`src/design/wildcard_byte_pattern_scan_defines.svh`:
```
// Assertion macros for the wildcard byte pattern scanner.
// Used by modules that check their own control logic; needs clk and rst in scope.
`ifndef WILDCARD_BYTE_PATTERN_SCAN_DEFINES_SVH
`define WILDCARD_BYTE_PATTERN_SCAN_DEFINES_SVH
`ifndef SYNTHESIS
`define WBPS_ASSERT_IMP(lbl, ante, cons) \
  lbl: assert property (@(posedge clk) disable iff (rst) (ante) |-> (cons)) \
    else $error("wbps: same-cycle check failed");
`define WBPS_ASSERT_NXT(lbl, ante, cons) \
  lbl: assert property (@(posedge clk) disable iff (rst) (ante) |=> (cons)) \
    else $error("wbps: next-cycle check failed");
`else
`define WBPS_ASSERT_IMP(lbl, ante, cons)
`define WBPS_ASSERT_NXT(lbl, ante, cons)
`endif
`endif

```
`src/design/wbps_pkg.sv`:
```
// Shared constants, types and register codes of the wildcard byte pattern scanner.
// No dependencies; imported by every module of the block.
package wbps_pkg;

  localparam int MAX_PATTERN = 16;
  localparam int OFFSET_BITS = 32;

  localparam int BYTE_W      = 8;
  localparam int PAT_BYTES   = 16;
  localparam int LEN_W       = 5;
  localparam int SEEN_W      = 33;
  localparam int ADDR_W      = 48;
  localparam int OFF_FIELD_W = 32;
  localparam int CFG_DATA_W  = 64;
  localparam int CFG_IDX_W   = 3;
  localparam int STATUS_W    = 2;
  localparam int IDX_W       = (MAX_PATTERN > 1) ? $clog2(MAX_PATTERN) : 1;

  localparam int OUT_RAW_W   = STATUS_W + OFF_FIELD_W + ADDR_W;
  localparam int OUT_W       = ((OUT_RAW_W + 7) / 8) * 8;
  localparam int OUT_PAD_W   = OUT_W - OUT_RAW_W;

  // Offset wraps to OFFSET_BITS before it is added to the base
  localparam logic [ADDR_W-1:0] OFF_MASK =
    (OFFSET_BITS >= ADDR_W) ? {ADDR_W{1'b1}} :
    ((ADDR_W'(1) << OFFSET_BITS) - ADDR_W'(1));

  localparam logic [SEEN_W-1:0] SEEN_MAX = {SEEN_W{1'b1}};

  // Configuration register indexes
  localparam logic [CFG_IDX_W-1:0] REG_PAT_LOW  = 3'd0;
  localparam logic [CFG_IDX_W-1:0] REG_PAT_HIGH = 3'd1;
  localparam logic [CFG_IDX_W-1:0] REG_CARE     = 3'd2;
  localparam logic [CFG_IDX_W-1:0] REG_LENGTH   = 3'd3;
  localparam logic [CFG_IDX_W-1:0] REG_BASE     = 3'd4;

  typedef enum logic [STATUS_W-1:0] {
    ST_FOUND     = 2'd0,
    ST_NOT_FOUND = 2'd1,
    ST_BAD       = 2'd2
  } status_t;

  typedef struct packed {
    logic [PAT_BYTES-1:0][BYTE_W-1:0] pattern;
    logic [PAT_BYTES-1:0]             care;
    logic [LEN_W-1:0]                 length;
    logic [ADDR_W-1:0]                base;
  } cfg_t;

  // Window stage contents handed to the compare stage
  typedef struct packed {
    logic                               valid;
    logic                               last;
    logic [MAX_PATTERN-1:0][BYTE_W-1:0] bytes;
    logic [SEEN_W-1:0]                  count;
  } win_t;

endpackage

```
`src/design/wbps_cfg_regs.sv`:
```
// Configuration register file of the wildcard byte pattern scanner.
// Depends on wbps_pkg for register codes and the cfg_t bundle.
module wbps_cfg_regs (
  input  logic                              clk,
  input  logic                              rst,
  input  logic                              cfg_valid,
  output logic                              cfg_ready,
  input  logic [wbps_pkg::CFG_IDX_W-1:0]    cfg_index,
  input  logic [wbps_pkg::CFG_DATA_W-1:0]   cfg_data,
  output wbps_pkg::cfg_t                    cfg
);
  import wbps_pkg::*;

  // Writes are taken in any cycle
  assign cfg_ready = 1'b1;

  // Store a beat into the addressed register; unknown indexes are dropped
  always_ff @(posedge clk) begin
    if (rst) begin
      cfg <= '0;
    end else if (cfg_valid) begin
      unique case (cfg_index)
        REG_PAT_LOW:  cfg.pattern[7:0]  <= cfg_data;
        REG_PAT_HIGH: cfg.pattern[15:8] <= cfg_data;
        REG_CARE:     cfg.care          <= cfg_data[PAT_BYTES-1:0];
        REG_LENGTH:   cfg.length        <= cfg_data[LEN_W-1:0];
        REG_BASE:     cfg.base          <= cfg_data[ADDR_W-1:0];
        default: ;
      endcase
    end
  end

endmodule

```
`src/design/wbps_window.sv`:
```
// Input stage: shifts each accepted byte into the window and counts region bytes.
// Depends on wbps_pkg for the win_t bundle and widths.
module wbps_window (
  input  logic                        clk,
  input  logic                        rst,
  input  logic                        in_valid,
  output logic                        in_ready,
  input  logic [wbps_pkg::BYTE_W-1:0] in_byte,
  input  logic                        in_last,
  input  logic                        take,
  output wbps_pkg::win_t              win
);
  import wbps_pkg::*;

  logic                               start;
  logic                               accept;
  logic [MAX_PATTERN-1:0][BYTE_W-1:0] bytes_next;
  logic [SEEN_W-1:0]                  count_next;

  // Take a new beat when the stage is empty or drains this cycle
  assign in_ready = !win.valid || take;
  assign accept   = in_valid && in_ready;

  // Shift the window; a new region starts from an empty window
  always_comb begin
    bytes_next[0] = in_byte;
    for (int k = 1; k < MAX_PATTERN; k++) begin
      bytes_next[k] = start ? '0 : win.bytes[k-1];
    end
    if (start) begin
      count_next = SEEN_W'(1);
    end else if (win.count == SEEN_MAX) begin
      count_next = win.count;
    end else begin
      count_next = win.count + SEEN_W'(1);
    end
  end

  // Control flags
  always_ff @(posedge clk) begin
    if (rst) begin
      win.valid <= 1'b0;
      start     <= 1'b1;
    end else if (accept) begin
      win.valid <= 1'b1;
      start     <= in_last;
    end else if (take) begin
      win.valid <= 1'b0;
    end
  end

  // Payload
  always_ff @(posedge clk) begin
    if (accept) begin
      win.bytes <= bytes_next;
      win.count <= count_next;
      win.last  <= in_last;
    end
  end

endmodule

```
`src/design/wbps_match.sv`:
```
// Compare stage and result register: masked compare of the window against the
// pattern, first-result tracking, offset and address. Depends on wbps_pkg.
`include "wildcard_byte_pattern_scan_defines.svh"
module wbps_match (
  input  logic                              clk,
  input  logic                              rst,
  input  wbps_pkg::cfg_t                    cfg,
  input  wbps_pkg::win_t                    win,
  output logic                              take,
  output logic                              out_valid,
  input  logic                              out_ready,
  output wbps_pkg::status_t                 out_status,
  output logic [wbps_pkg::OFF_FIELD_W-1:0]  out_offset,
  output logic [wbps_pkg::ADDR_W-1:0]       out_address
);
  import wbps_pkg::*;

  logic                   given;
  logic [LEN_W-1:0]       len_used;
  logic [PAT_BYTES-1:0]   used;
  logic                   bad;
  logic                   hit;
  logic                   eligible;
  logic                   found;
  logic                   bad_hit;
  logic                   emit;
  logic [LEN_W-1:0]       sel;
  logic [SEEN_W-1:0]      diff;
  logic [ADDR_W-1:0]      off_full;
  status_t                status_next;

  // Drain the window stage when the result register is free
  assign take = win.valid && (!out_valid || out_ready);

  // Clamp the length and build the in-use mask
  always_comb begin
    if (cfg.length > LEN_W'(MAX_PATTERN)) begin
      len_used = LEN_W'(MAX_PATTERN);
    end else begin
      len_used = cfg.length;
    end
    for (int i = 0; i < PAT_BYTES; i++) begin
      used[i] = LEN_W'(i) < len_used;
    end
  end

  assign bad = (cfg.care & used) == '0;

  // Masked compare: pattern byte i sits len-1-i places back in the window
  always_comb begin
    hit = 1'b1;
    sel = '0;
    for (int i = 0; i < MAX_PATTERN; i++) begin
      sel = len_used - LEN_W'(1) - LEN_W'(i);
      if (used[i] && cfg.care[i] && (win.bytes[sel[IDX_W-1:0]] != cfg.pattern[i])) begin
        hit = 1'b0;
      end
    end
  end

  assign eligible = !given && (len_used != '0) && (win.count >= SEEN_W'(len_used));
  assign found    = eligible && !bad && hit;
  assign bad_hit  = eligible && bad;
  assign emit     = found || bad_hit || (win.last && !given);

  // Match start offset, wrapped to the offset width
  assign diff     = win.count - SEEN_W'(len_used);
  assign off_full = ADDR_W'(diff) & OFF_MASK;

  always_comb begin
    priority if (found) begin
      status_next = ST_FOUND;
    end else if (bad_hit) begin
      status_next = ST_BAD;
    end else begin
      status_next = ST_NOT_FOUND;
    end
  end

  // Track whether this region already reported
  always_ff @(posedge clk) begin
    if (rst) begin
      given <= 1'b0;
    end else if (take) begin
      if (win.last) begin
        given <= 1'b0;
      end else if (found || bad_hit) begin
        given <= 1'b1;
      end
    end
  end

  // Result register: load on emit, drop once the beat is taken
  always_ff @(posedge clk) begin
    if (rst) begin
      out_valid <= 1'b0;
    end else if (take) begin
      out_valid <= emit;
    end else if (out_ready) begin
      out_valid <= 1'b0;
    end
  end

  always_ff @(posedge clk) begin
    if (take && emit) begin
      out_status <= status_next;
      if (found) begin
        out_offset  <= OFF_FIELD_W'(off_full);
        out_address <= cfg.base + off_full;
      end else begin
        out_offset  <= '0;
        out_address <= '0;
      end
    end
  end

  `WBPS_ASSERT_IMP(a_zero_unless_found,
    out_valid && (out_status != ST_FOUND), (out_offset == '0) && (out_address == '0))
  `WBPS_ASSERT_NXT(a_region_end_clears, take && win.last, !given)
  `WBPS_ASSERT_NXT(a_result_marks_region,
    take && (found || bad_hit) && !win.last, given && out_valid)

endmodule

```
`src/design/wildcard_byte_pattern_scan.sv`:
```
// Top level of the wildcard byte pattern scanner.
// Depends on wbps_pkg, wbps_cfg_regs, wbps_window and wbps_match.
//
// Usage:
//   Region bytes arrive on the s_axis channel, one per beat, with s_axis_tlast
//   on the final byte of the region. The cfg channel writes the pattern bytes,
//   care mask, pattern length and region base (index 0..4); write it only
//   while no beat is in flight.
//   At most one result leaves on m_axis per region: found with offset and
//   address at the first full match, bad pattern for an all-wildcard pattern,
//   or not found on the last byte. Bytes after a result are absorbed silently.
//   Throughput: one byte per cycle while m_axis is not stalled, set by the
//   combinational masked compare of the whole window against the pattern.
//   A byte accepted into the window stage puts its result on m_axis once it
//   moves on to the result stage (two register stages: window, result).
//   When m_axis stalls, the result register holds and the window stage fills;
//   s_axis_tready then drops until the result is taken.
//   Reset clears the configuration to zero, empties both stages and starts a
//   new region; no clearing pass is needed.
module wildcard_byte_pattern_scan (
  input  logic                              clk,
  input  logic                              rst,
  input  logic                              s_axis_tvalid,
  output logic                              s_axis_tready,
  input  logic [wbps_pkg::BYTE_W-1:0]       s_axis_tdata,  // [7:0] data_byte
  input  logic                              s_axis_tlast,  // last_byte
  output logic                              m_axis_tvalid,
  input  logic                              m_axis_tready,
  // [1:0] scan_status, [33:2] match_offset, [81:34] match_address, rest zero
  output logic [wbps_pkg::OUT_W-1:0]        m_axis_tdata,
  input  logic                              cfg_valid,
  output logic                              cfg_ready,
  input  logic [wbps_pkg::CFG_IDX_W-1:0]    cfg_index,
  input  logic [wbps_pkg::CFG_DATA_W-1:0]   cfg_data
);
  import wbps_pkg::*;

  cfg_t                    cfg;
  win_t                    win;
  logic                    take;
  status_t                 out_status;
  logic [OFF_FIELD_W-1:0]  out_offset;
  logic [ADDR_W-1:0]       out_address;

  wbps_cfg_regs u_cfg (
    .clk       (clk),
    .rst       (rst),
    .cfg_valid (cfg_valid),
    .cfg_ready (cfg_ready),
    .cfg_index (cfg_index),
    .cfg_data  (cfg_data),
    .cfg       (cfg)
  );

  wbps_window u_window (
    .clk      (clk),
    .rst      (rst),
    .in_valid (s_axis_tvalid),
    .in_ready (s_axis_tready),
    .in_byte  (s_axis_tdata),
    .in_last  (s_axis_tlast),
    .take     (take),
    .win      (win)
  );

  wbps_match u_match (
    .clk         (clk),
    .rst         (rst),
    .cfg         (cfg),
    .win         (win),
    .take        (take),
    .out_valid   (m_axis_tvalid),
    .out_ready   (m_axis_tready),
    .out_status  (out_status),
    .out_offset  (out_offset),
    .out_address (out_address)
  );

  // Pack the result beat, first field lowest
  assign m_axis_tdata = {{OUT_PAD_W{1'b0}}, out_address, out_offset, out_status};

endmodule
```
`config.mk`:
```
export PLATFORM = sky130hd
export DESIGN_NAME = wildcard_byte_pattern_scan
export DESIGN_NICKNAME = d
export VERILOG_FILES = /design/src/design/wbps_pkg.sv /design/src/design/wbps_cfg_regs.sv /design/src/design/wbps_window.sv /design/src/design/wbps_match.sv /design/src/design/wildcard_byte_pattern_scan.sv
export VERILOG_INCLUDE_DIRS = /design/src /design/src/design
export SDC_FILE = /design/constraint.sdc
export NUM_CORES = 1
export LEC_CHECK = 0
export BUFFER_PORTS_ARGS = -buffer_cell sky130_fd_sc_hd__buf_4
export CAP_MARGIN = 40
export CELL_PAD_IN_SITES_DETAIL_PLACEMENT = 1
export CELL_PAD_IN_SITES_GLOBAL_PLACEMENT = 2
export CORE_MARGIN = 10
export CORE_UTILIZATION = 37
export CTS_BUF_LIST = sky130_fd_sc_hd__clkbuf_2 sky130_fd_sc_hd__clkbuf_4 sky130_fd_sc_hd__clkbuf_8
export DETAILED_ROUTE_END_ITERATION = 6
export PLACE_DENSITY_LB_ADDON = 0.25
export SKIP_CTS_REPAIR_TIMING = 1
export SLEW_MARGIN = 20
export SYNTH_ARGS = -nofsm -noshare
export SYNTH_HDL_FRONTEND = slang
export SYNTH_SLANG_ARGS = --single-unit
```
`constraint.sdc`:
```
create_clock -name clk -period 10.5 [get_ports clk]
set_clock_uncertainty 0.15 [all_clocks]
set_input_delay 1.575 -clock clk [delete_from_list [all_inputs] [get_ports clk]]
set_output_delay 1.575 -clock clk [all_outputs]
set_load 0.05 [all_outputs]
```
=== Word-level counts from Yosys, hierarchy flattened ===
Index checks and enable logic that the tools add are counted.

* Output and inout bits: 91
* Register bits after elaboration: 445
* Input bits: 81
* Word-level logic and storage cells: 239

* Add/subtract/negate cells: 19
* Reductions and logical operators: 62
* Bitwise operators: 1
* Mux-type cells: 57
* $lt $le $gt $ge: 34
* Eq/ne operators: 22

{| class="wikitable"
|+ Operators by type and width
! cell !! number
|-
| $bmux 8 s4 || 16
|-
| $mux 8 || 16
|-
| $ne 8x8->1 || 16
|-
| $lt 4x5->1 const B || 16
|-
| $add 48x32->48 || 1
|-
| $logic_and 1x1->1 || 41
|-
| $lt 4x5->1 const A || 8
|-
| $add 33x1->33 const B || 1
|-
| $eq 33x33->1 const B || 1
|-
| $ge 33x5->1 || 1
|-
| $mux 33 || 1
|-
| $sub 32x5->32 || 1
|-
| $sub 4x4->4 const B || 8
|-
| $mux 1 || 22
|-
| $lt 3x5->1 const A || 4
|-
| $and 16x16->16 || 1
|-
| $logic_not 16->1 || 1
|-
| $sub 4x3->4 const B || 4
|-
| $reduce_and 2->1 || 7
|-
| $lt 1x5->1 const A || 2
|-
| $lt 2x5->1 const A || 2
|-
| $sub 4x1->4 const B || 2
|-
| $sub 4x2->4 const B || 2
|-
| $eq 3x2->1 const B || 2
|-
| 11 further kinds || 19
|}

=== Depth between registers and ports, before layout ===
* Depth after elaboration: 27
* Mapped depth: 30
* Gate-level depth less buffers: 23

=== Hierarchy ===
A second synthesis with hierarchy kept.

* Cell total of the unflattened synthesis: 3336
* Area, all modules: 33479.6 um^2

{| class="wikitable"
|+ By module, submodules not included
! module !! sequential area each (um^2) !! area an instance (um^2) !! cells an instance !! instances
|-
| wbps_match || 2502.4 || 18956.9 || 2168 || 1
|-
| wbps_cfg_regs || 3943.8 || 7915.1 || 718 || 1
|-
| wbps_window || 4904.7 || 6558.8 || 443 || 1
|-
| wildcard_byte_pattern_scan || 0.0 || 48.8 || 7 || 1
|}

=== Worst setup path after synthesis ===
Ideal clock, no wire load.

* Kind: register to register
* Start: register u_cfg.cfg[48] (netlist name)
* End: register u_match.out_address[0] in the netlist's numbering (enable)
* Required time: 9.779 ns
* Stages on the path, launching flop included: 27
* Slack: -0.324 ns
* Clock period less this slack: 10.824 ns
* Buffers on the path: 11
* Data arrival time: 10.102 ns
* Cell sequence: dfxtp_1 buf_4 nor2b_4 buf_6 inv_4 buf_6 buf_6 buf_4 buf_2 buf_2 ha_1 xnor2_2 inv_2 buf_2 buf_2 ha_1 xnor2_1 buf_2 mux4_2 xnor2_1 nand3_1 o31ai_1 nand2_1 nor2_1 nand4_2 buf_6 a31oi_1

* Cells in the longest elaborated chain, start to end: 27
* Elaborated cells between the ends (all ways): 143

{| class="wikitable"
|+ RTL lines
! item !! line !! source
|-
| $gt 5x5->1 || wbps_match.sv:37 || <nowiki>if (cfg.length > LEN_W'(MAX_PATTERN)) begin</nowiki>
|-
| $mux 5 * || wbps_match.sv:37 ||
|-
| $sub 4x1->4 || wbps_match.sv:54 || <nowiki>sel = len_used - LEN_W'(1) - LEN_W'(i);</nowiki>
|-
| $sub 4x1->4 / $bmux 8 s4 (equally long branches) || wbps_match.sv:54, wbps_match.sv:55 ||
|-
| $bmux 8 s4 / $mux 8 (equally long branches) || wbps_match.sv:55 || <nowiki>if (used[i] && cfg.care[i] && (win.bytes[sel[IDX_W-1:0]] != cfg.pattern[i])) begin</nowiki>
|-
| $mux 8 (not written as such) / $ne 8x8->1 (equally long branches) || wbps_match.sv:55 ||
|-
| $ne 8x8->1 / $logic_and 1x1->1 (equally long branches) || wbps_match.sv:55 ||
|-
| $logic_and 1x1->1 / $mux 1 (equally long branches) || wbps_match.sv:55 ||
|-
| $mux 1 (15 in series) || wbps_match.sv:55 ||
|-
| $logic_and 1x1->1 || wbps_match.sv:62 || <nowiki>assign found = eligible && !bad && hit;</nowiki>
|-
| $logic_or 1x1->1 * (2 in series) || wbps_match.sv:64 || <nowiki>assign emit = found || bad_hit || (win.last && !given);</nowiki>
|-
| $logic_and 1x1->1 * || wbps_match.sv:105 || <nowiki>if (take && emit) begin</nowiki>
|-
| end signal: assignment || wbps_match.sv:109 || <nowiki>out_address <= cfg.base + off_full;</nowiki>
|-
| end: declaration || wbps_match.sv:14 || <nowiki>output logic [wbps_pkg::ADDR_W-1:0] out_address</nowiki>
|}

Mark *: on every way between the ends. The rest lies on a longest branch, timed or not. The select of a mux whose other input is x is not followed.
A chain may end at the register's enable or synchronous reset.

=== Final worst setup path ===
* Start: register u_cfg.cfg[52] (netlist name)
* End: register u_match.out_address[18] in the netlist's numbering (enable)

* Cells in the longest elaborated chain, start to end: 27
* Elaborated cells between the ends (all ways): 143

{| class="wikitable"
|+ RTL lines
! item !! line
|-
| $gt 5x5->1 || wbps_match.sv:37
|-
| $mux 5 * || wbps_match.sv:37
|-
| $sub 4x1->4 || wbps_match.sv:54
|-
| $sub 4x1->4 / $bmux 8 s4 (equally long branches) || wbps_match.sv:54, wbps_match.sv:55
|-
| $bmux 8 s4 / $mux 8 (equally long branches) || wbps_match.sv:55
|-
| $mux 8 (not written as such) / $ne 8x8->1 (equally long branches) || wbps_match.sv:55
|-
| $ne 8x8->1 / $logic_and 1x1->1 (equally long branches) || wbps_match.sv:55
|-
| $logic_and 1x1->1 / $mux 1 (equally long branches) || wbps_match.sv:55
|-
| $mux 1 (15 in series) || wbps_match.sv:55
|-
| $logic_and 1x1->1 || wbps_match.sv:62
|-
| $logic_or 1x1->1 * (2 in series) || wbps_match.sv:64
|-
| $logic_and 1x1->1 * || wbps_match.sv:105
|}

Marked as above.

==> results.ini <==
[worst_setup_path]
crit_start = u_cfg.cfg[52]$_SDFFE_PP0P_
path_buf_inv = 7
rr_startpoint = u_cfg.cfg[52]$_SDFFE_PP0P_
cp.required_ps = 10680
slowest_stage = dfxtp_1
start_kind = register
critPathMaxStageDelay_ps = 590
cp-end-kind = register
cp_max_fo = 42
cp.arrival_ps = 7550
path_cells = buf_4, nand2b_1, buf_4, inv_2, xnor2_2, buf_6, inv_2, ha_1, nor2b_1, o211a_1, o31ai_2, nand2_1, mux2_2, o211ai_1, o31ai_1, a211o_1, o311ai_1, buf_2, nand4_4, a31oi_4, buf_4
cp_common_cell = buf_4
cpLargestDelayFamily = buffers and inverters
worstSetupPathType = reg -> reg

[placed_design]
dp_hpwl_um = 85800
place.gp.congestion = 0.9323
post-place-ws_ps = 2645
placed_cell_area_mm2 = 0.03106
io_buffers = 164

[timing]
tns_ps = 0
layout_setup_ws_ps = 3128
whs_ps = 312.3
slew_headroom = 0.3638
period_share = 0.7021
setup_viol = 0
rsz0062_at_grt = no
post-route-min-period_ps = 7372
drv_slew = 0
final_hold_viol_count = 0
worst_pin_slew_ps = 927.7
max_freq_mhz = 135.6

[global_route]
track_usage = 0.2484
grt_pass1_wl_um = 168800
grt_max_degree = 95
grt_pass1_vias = 24584
grt_overflow_total = 0
antenna_found_initial = 3

[die]
die_h_um = 298.2
rows = 101
die_area_mm2 = 0.08894
design.core.area_mm2 = 0.07633
ios = 172
initial_core_util = 0.3753
die_x_um = 298.2

[clock_network]
numClockSinks = 445
clk_pin_slew_worst_paths_ps = 60
root_buffer = clkbuf_8
cts_buffers = 86
clkLatencyLatePin_ps = 710
cts_tree = built
cts_htree_levels = 3
cts.path.max_buffers = 3

[pwr]
vdd_drop_max_v = 0.00009920
power_leakage_uw = 0.01207
powerDensity_mw_per_mm2 = 144.4

[cells_and_area]
drive_gt1_frac = 0.1895
multiInputGateArea_mm2 = 0.01633
area_delta_synth_final_pct = 15.20
fillers = 8612
finish.utilization = 0.4323
seqCellArea_mm2 = 0.01136
fin_nets = 3163
design_area_mm2 = 0.03300

[synthesis]
synth_top_cells_by_area = edfxtp_1 26%, dfxtp_1 14%, mux4_2 10%
synth_edf_count = 244
synth_cell_types = 90
post-synth-top-count-cell = nand2_1
yosys.area.top_type = edfxtp_1
synth.top_cell.area_share = 0.2558
synthArstFlopShare = 0
synth.avg_cell_area_um2 = 9.860
synth_area_mm2 = 0.02864
netlist_instances = 2905
synth_seq_cells = 445
synth_common_cells = 473 x nand2_1, 265 x a21oi_1, 244 x edfxtp_1
synth-seq-area-share = 0.3963
yosys_warnings = 0
synthFlopType = edfxtp_1

[detailed_routing]
dr.pass1.iters = 7
routed_via_density = 5.848
remaining_drc_errors = 0
vias = 24141
ant_nets = 0
routedWlPerCell_um = 27.55
routed_wl_um = 113700
drtIter0Drc = 1930

[worst_hold_path]
hp-start = u_cfg.cfg[4]$_SDFFE_PP0P_
min_path_type = reg -> reg

[job]
cap_violations = 0

[run_status]
outcome = finished clean

==> kinds of logic after synthesis <==
family	share of synthesized area
flops	0.3963
other cells	0.0002622
fa+ha+maj	0.02411
mux	0.1761
simple gates	0.1693
buf+inv	0.03818
xor+xnor	0.07396
compound gates	0.1218
==> where the power goes <==
group / internal [uW] / leakage, uW / switching [uW]
clock network: 1060 / 0.000969 / 838
logic: 337 / 0.00712 / 526
registers: 1910 / 0.00398 / 91.2
==> cells in the final DEF, fill, tap and decap left out, types with 26 or more instances in the layout <==
master	instances
nand3_1	42
o21ai_0	57
clkbuf_4	28
clkbuf_8	99
inv_1	45
xor2_1	120
a21oi_1	263
o22ai_1	26
nand2_1	472
ha_1	52
edfxtp_1	244
dfxtp_1	199
xnor2_1	118
buf_4	205
mux2i_1	180
nor2_1	132
nor2b_1	168
nor3_1	34
mux4_2	133
==> path summary, 6_finish.rpt <==
path,slack (ps),endpoint,cells past startpoint
max,3130,u_match.out_address[18]$_SDFFCE_PN0P_,21
max reg2reg,3130,u_match.out_address[18]$_SDFFCE_PN0P_,21
min,310,u_cfg.cfg[4]$_SDFFE_PP0P_,2
min reg2reg,310,u_cfg.cfg[4]$_SDFFE_PP0P_,2
==> worst register-to-register path, delay by kind of cell (launching register included) <==
family | cells | cell delay, ps
compound gates | 7 | 1680
xor+xnor | 1 | 230
fa+ha+maj | 1 | 420
buf+inv | 7 | 2330
flops | 1 | 590
mux | 1 | 460
simple gates | 4 | 1120
==> final cells by class <==
| class | count | share of cell area |
|---|---|---|
| tap | 1030 | 0.03906 |
| antenna | 1 | 0.00007584 |
| multi-input combinational | 2211 | 0.4949 |
| inverter | 52 | 0.006067 |
| timing repair buffer | 232 | 0.05976 |
| clock buffer | 127 | 0.04767 |
| sequential | 445 | 0.3442 |
| clock inverter | 30 | 0.008229 |
==> through the flow <==
stage               total power, uW  std cells
detailed placement             2888       3965
global route                   4947       4128
finish                         4765       4128
floorplan                      2565       2910
CTS                            4806       4122
global placement               2858       3940
==> flip-flops by register name, summed over array words and instances (netlist names) <==
register / cells
u_window.win: 163
u_match.out_valid: 1
u_window.start: 1
u_match.out_offset: 32
u_match.out_status: 2
u_cfg.cfg: 197
u_match.out_address: 48
u_match.given: 1
==> per-layer routing <==
metal | vias up | part of all wire | track usage
met5 | - | 0.00011 | 0
met3 | 212 | 0.067 | 0.04844
met4 | 2 | 0.041 | 0.09323
met1 | 12327 | 0.44 | 0.3303
li1 | 10787 | - | -
met2 | 813 | 0.46 | 0.3948
Note: power is estimated with default switching activity, not from simulation.
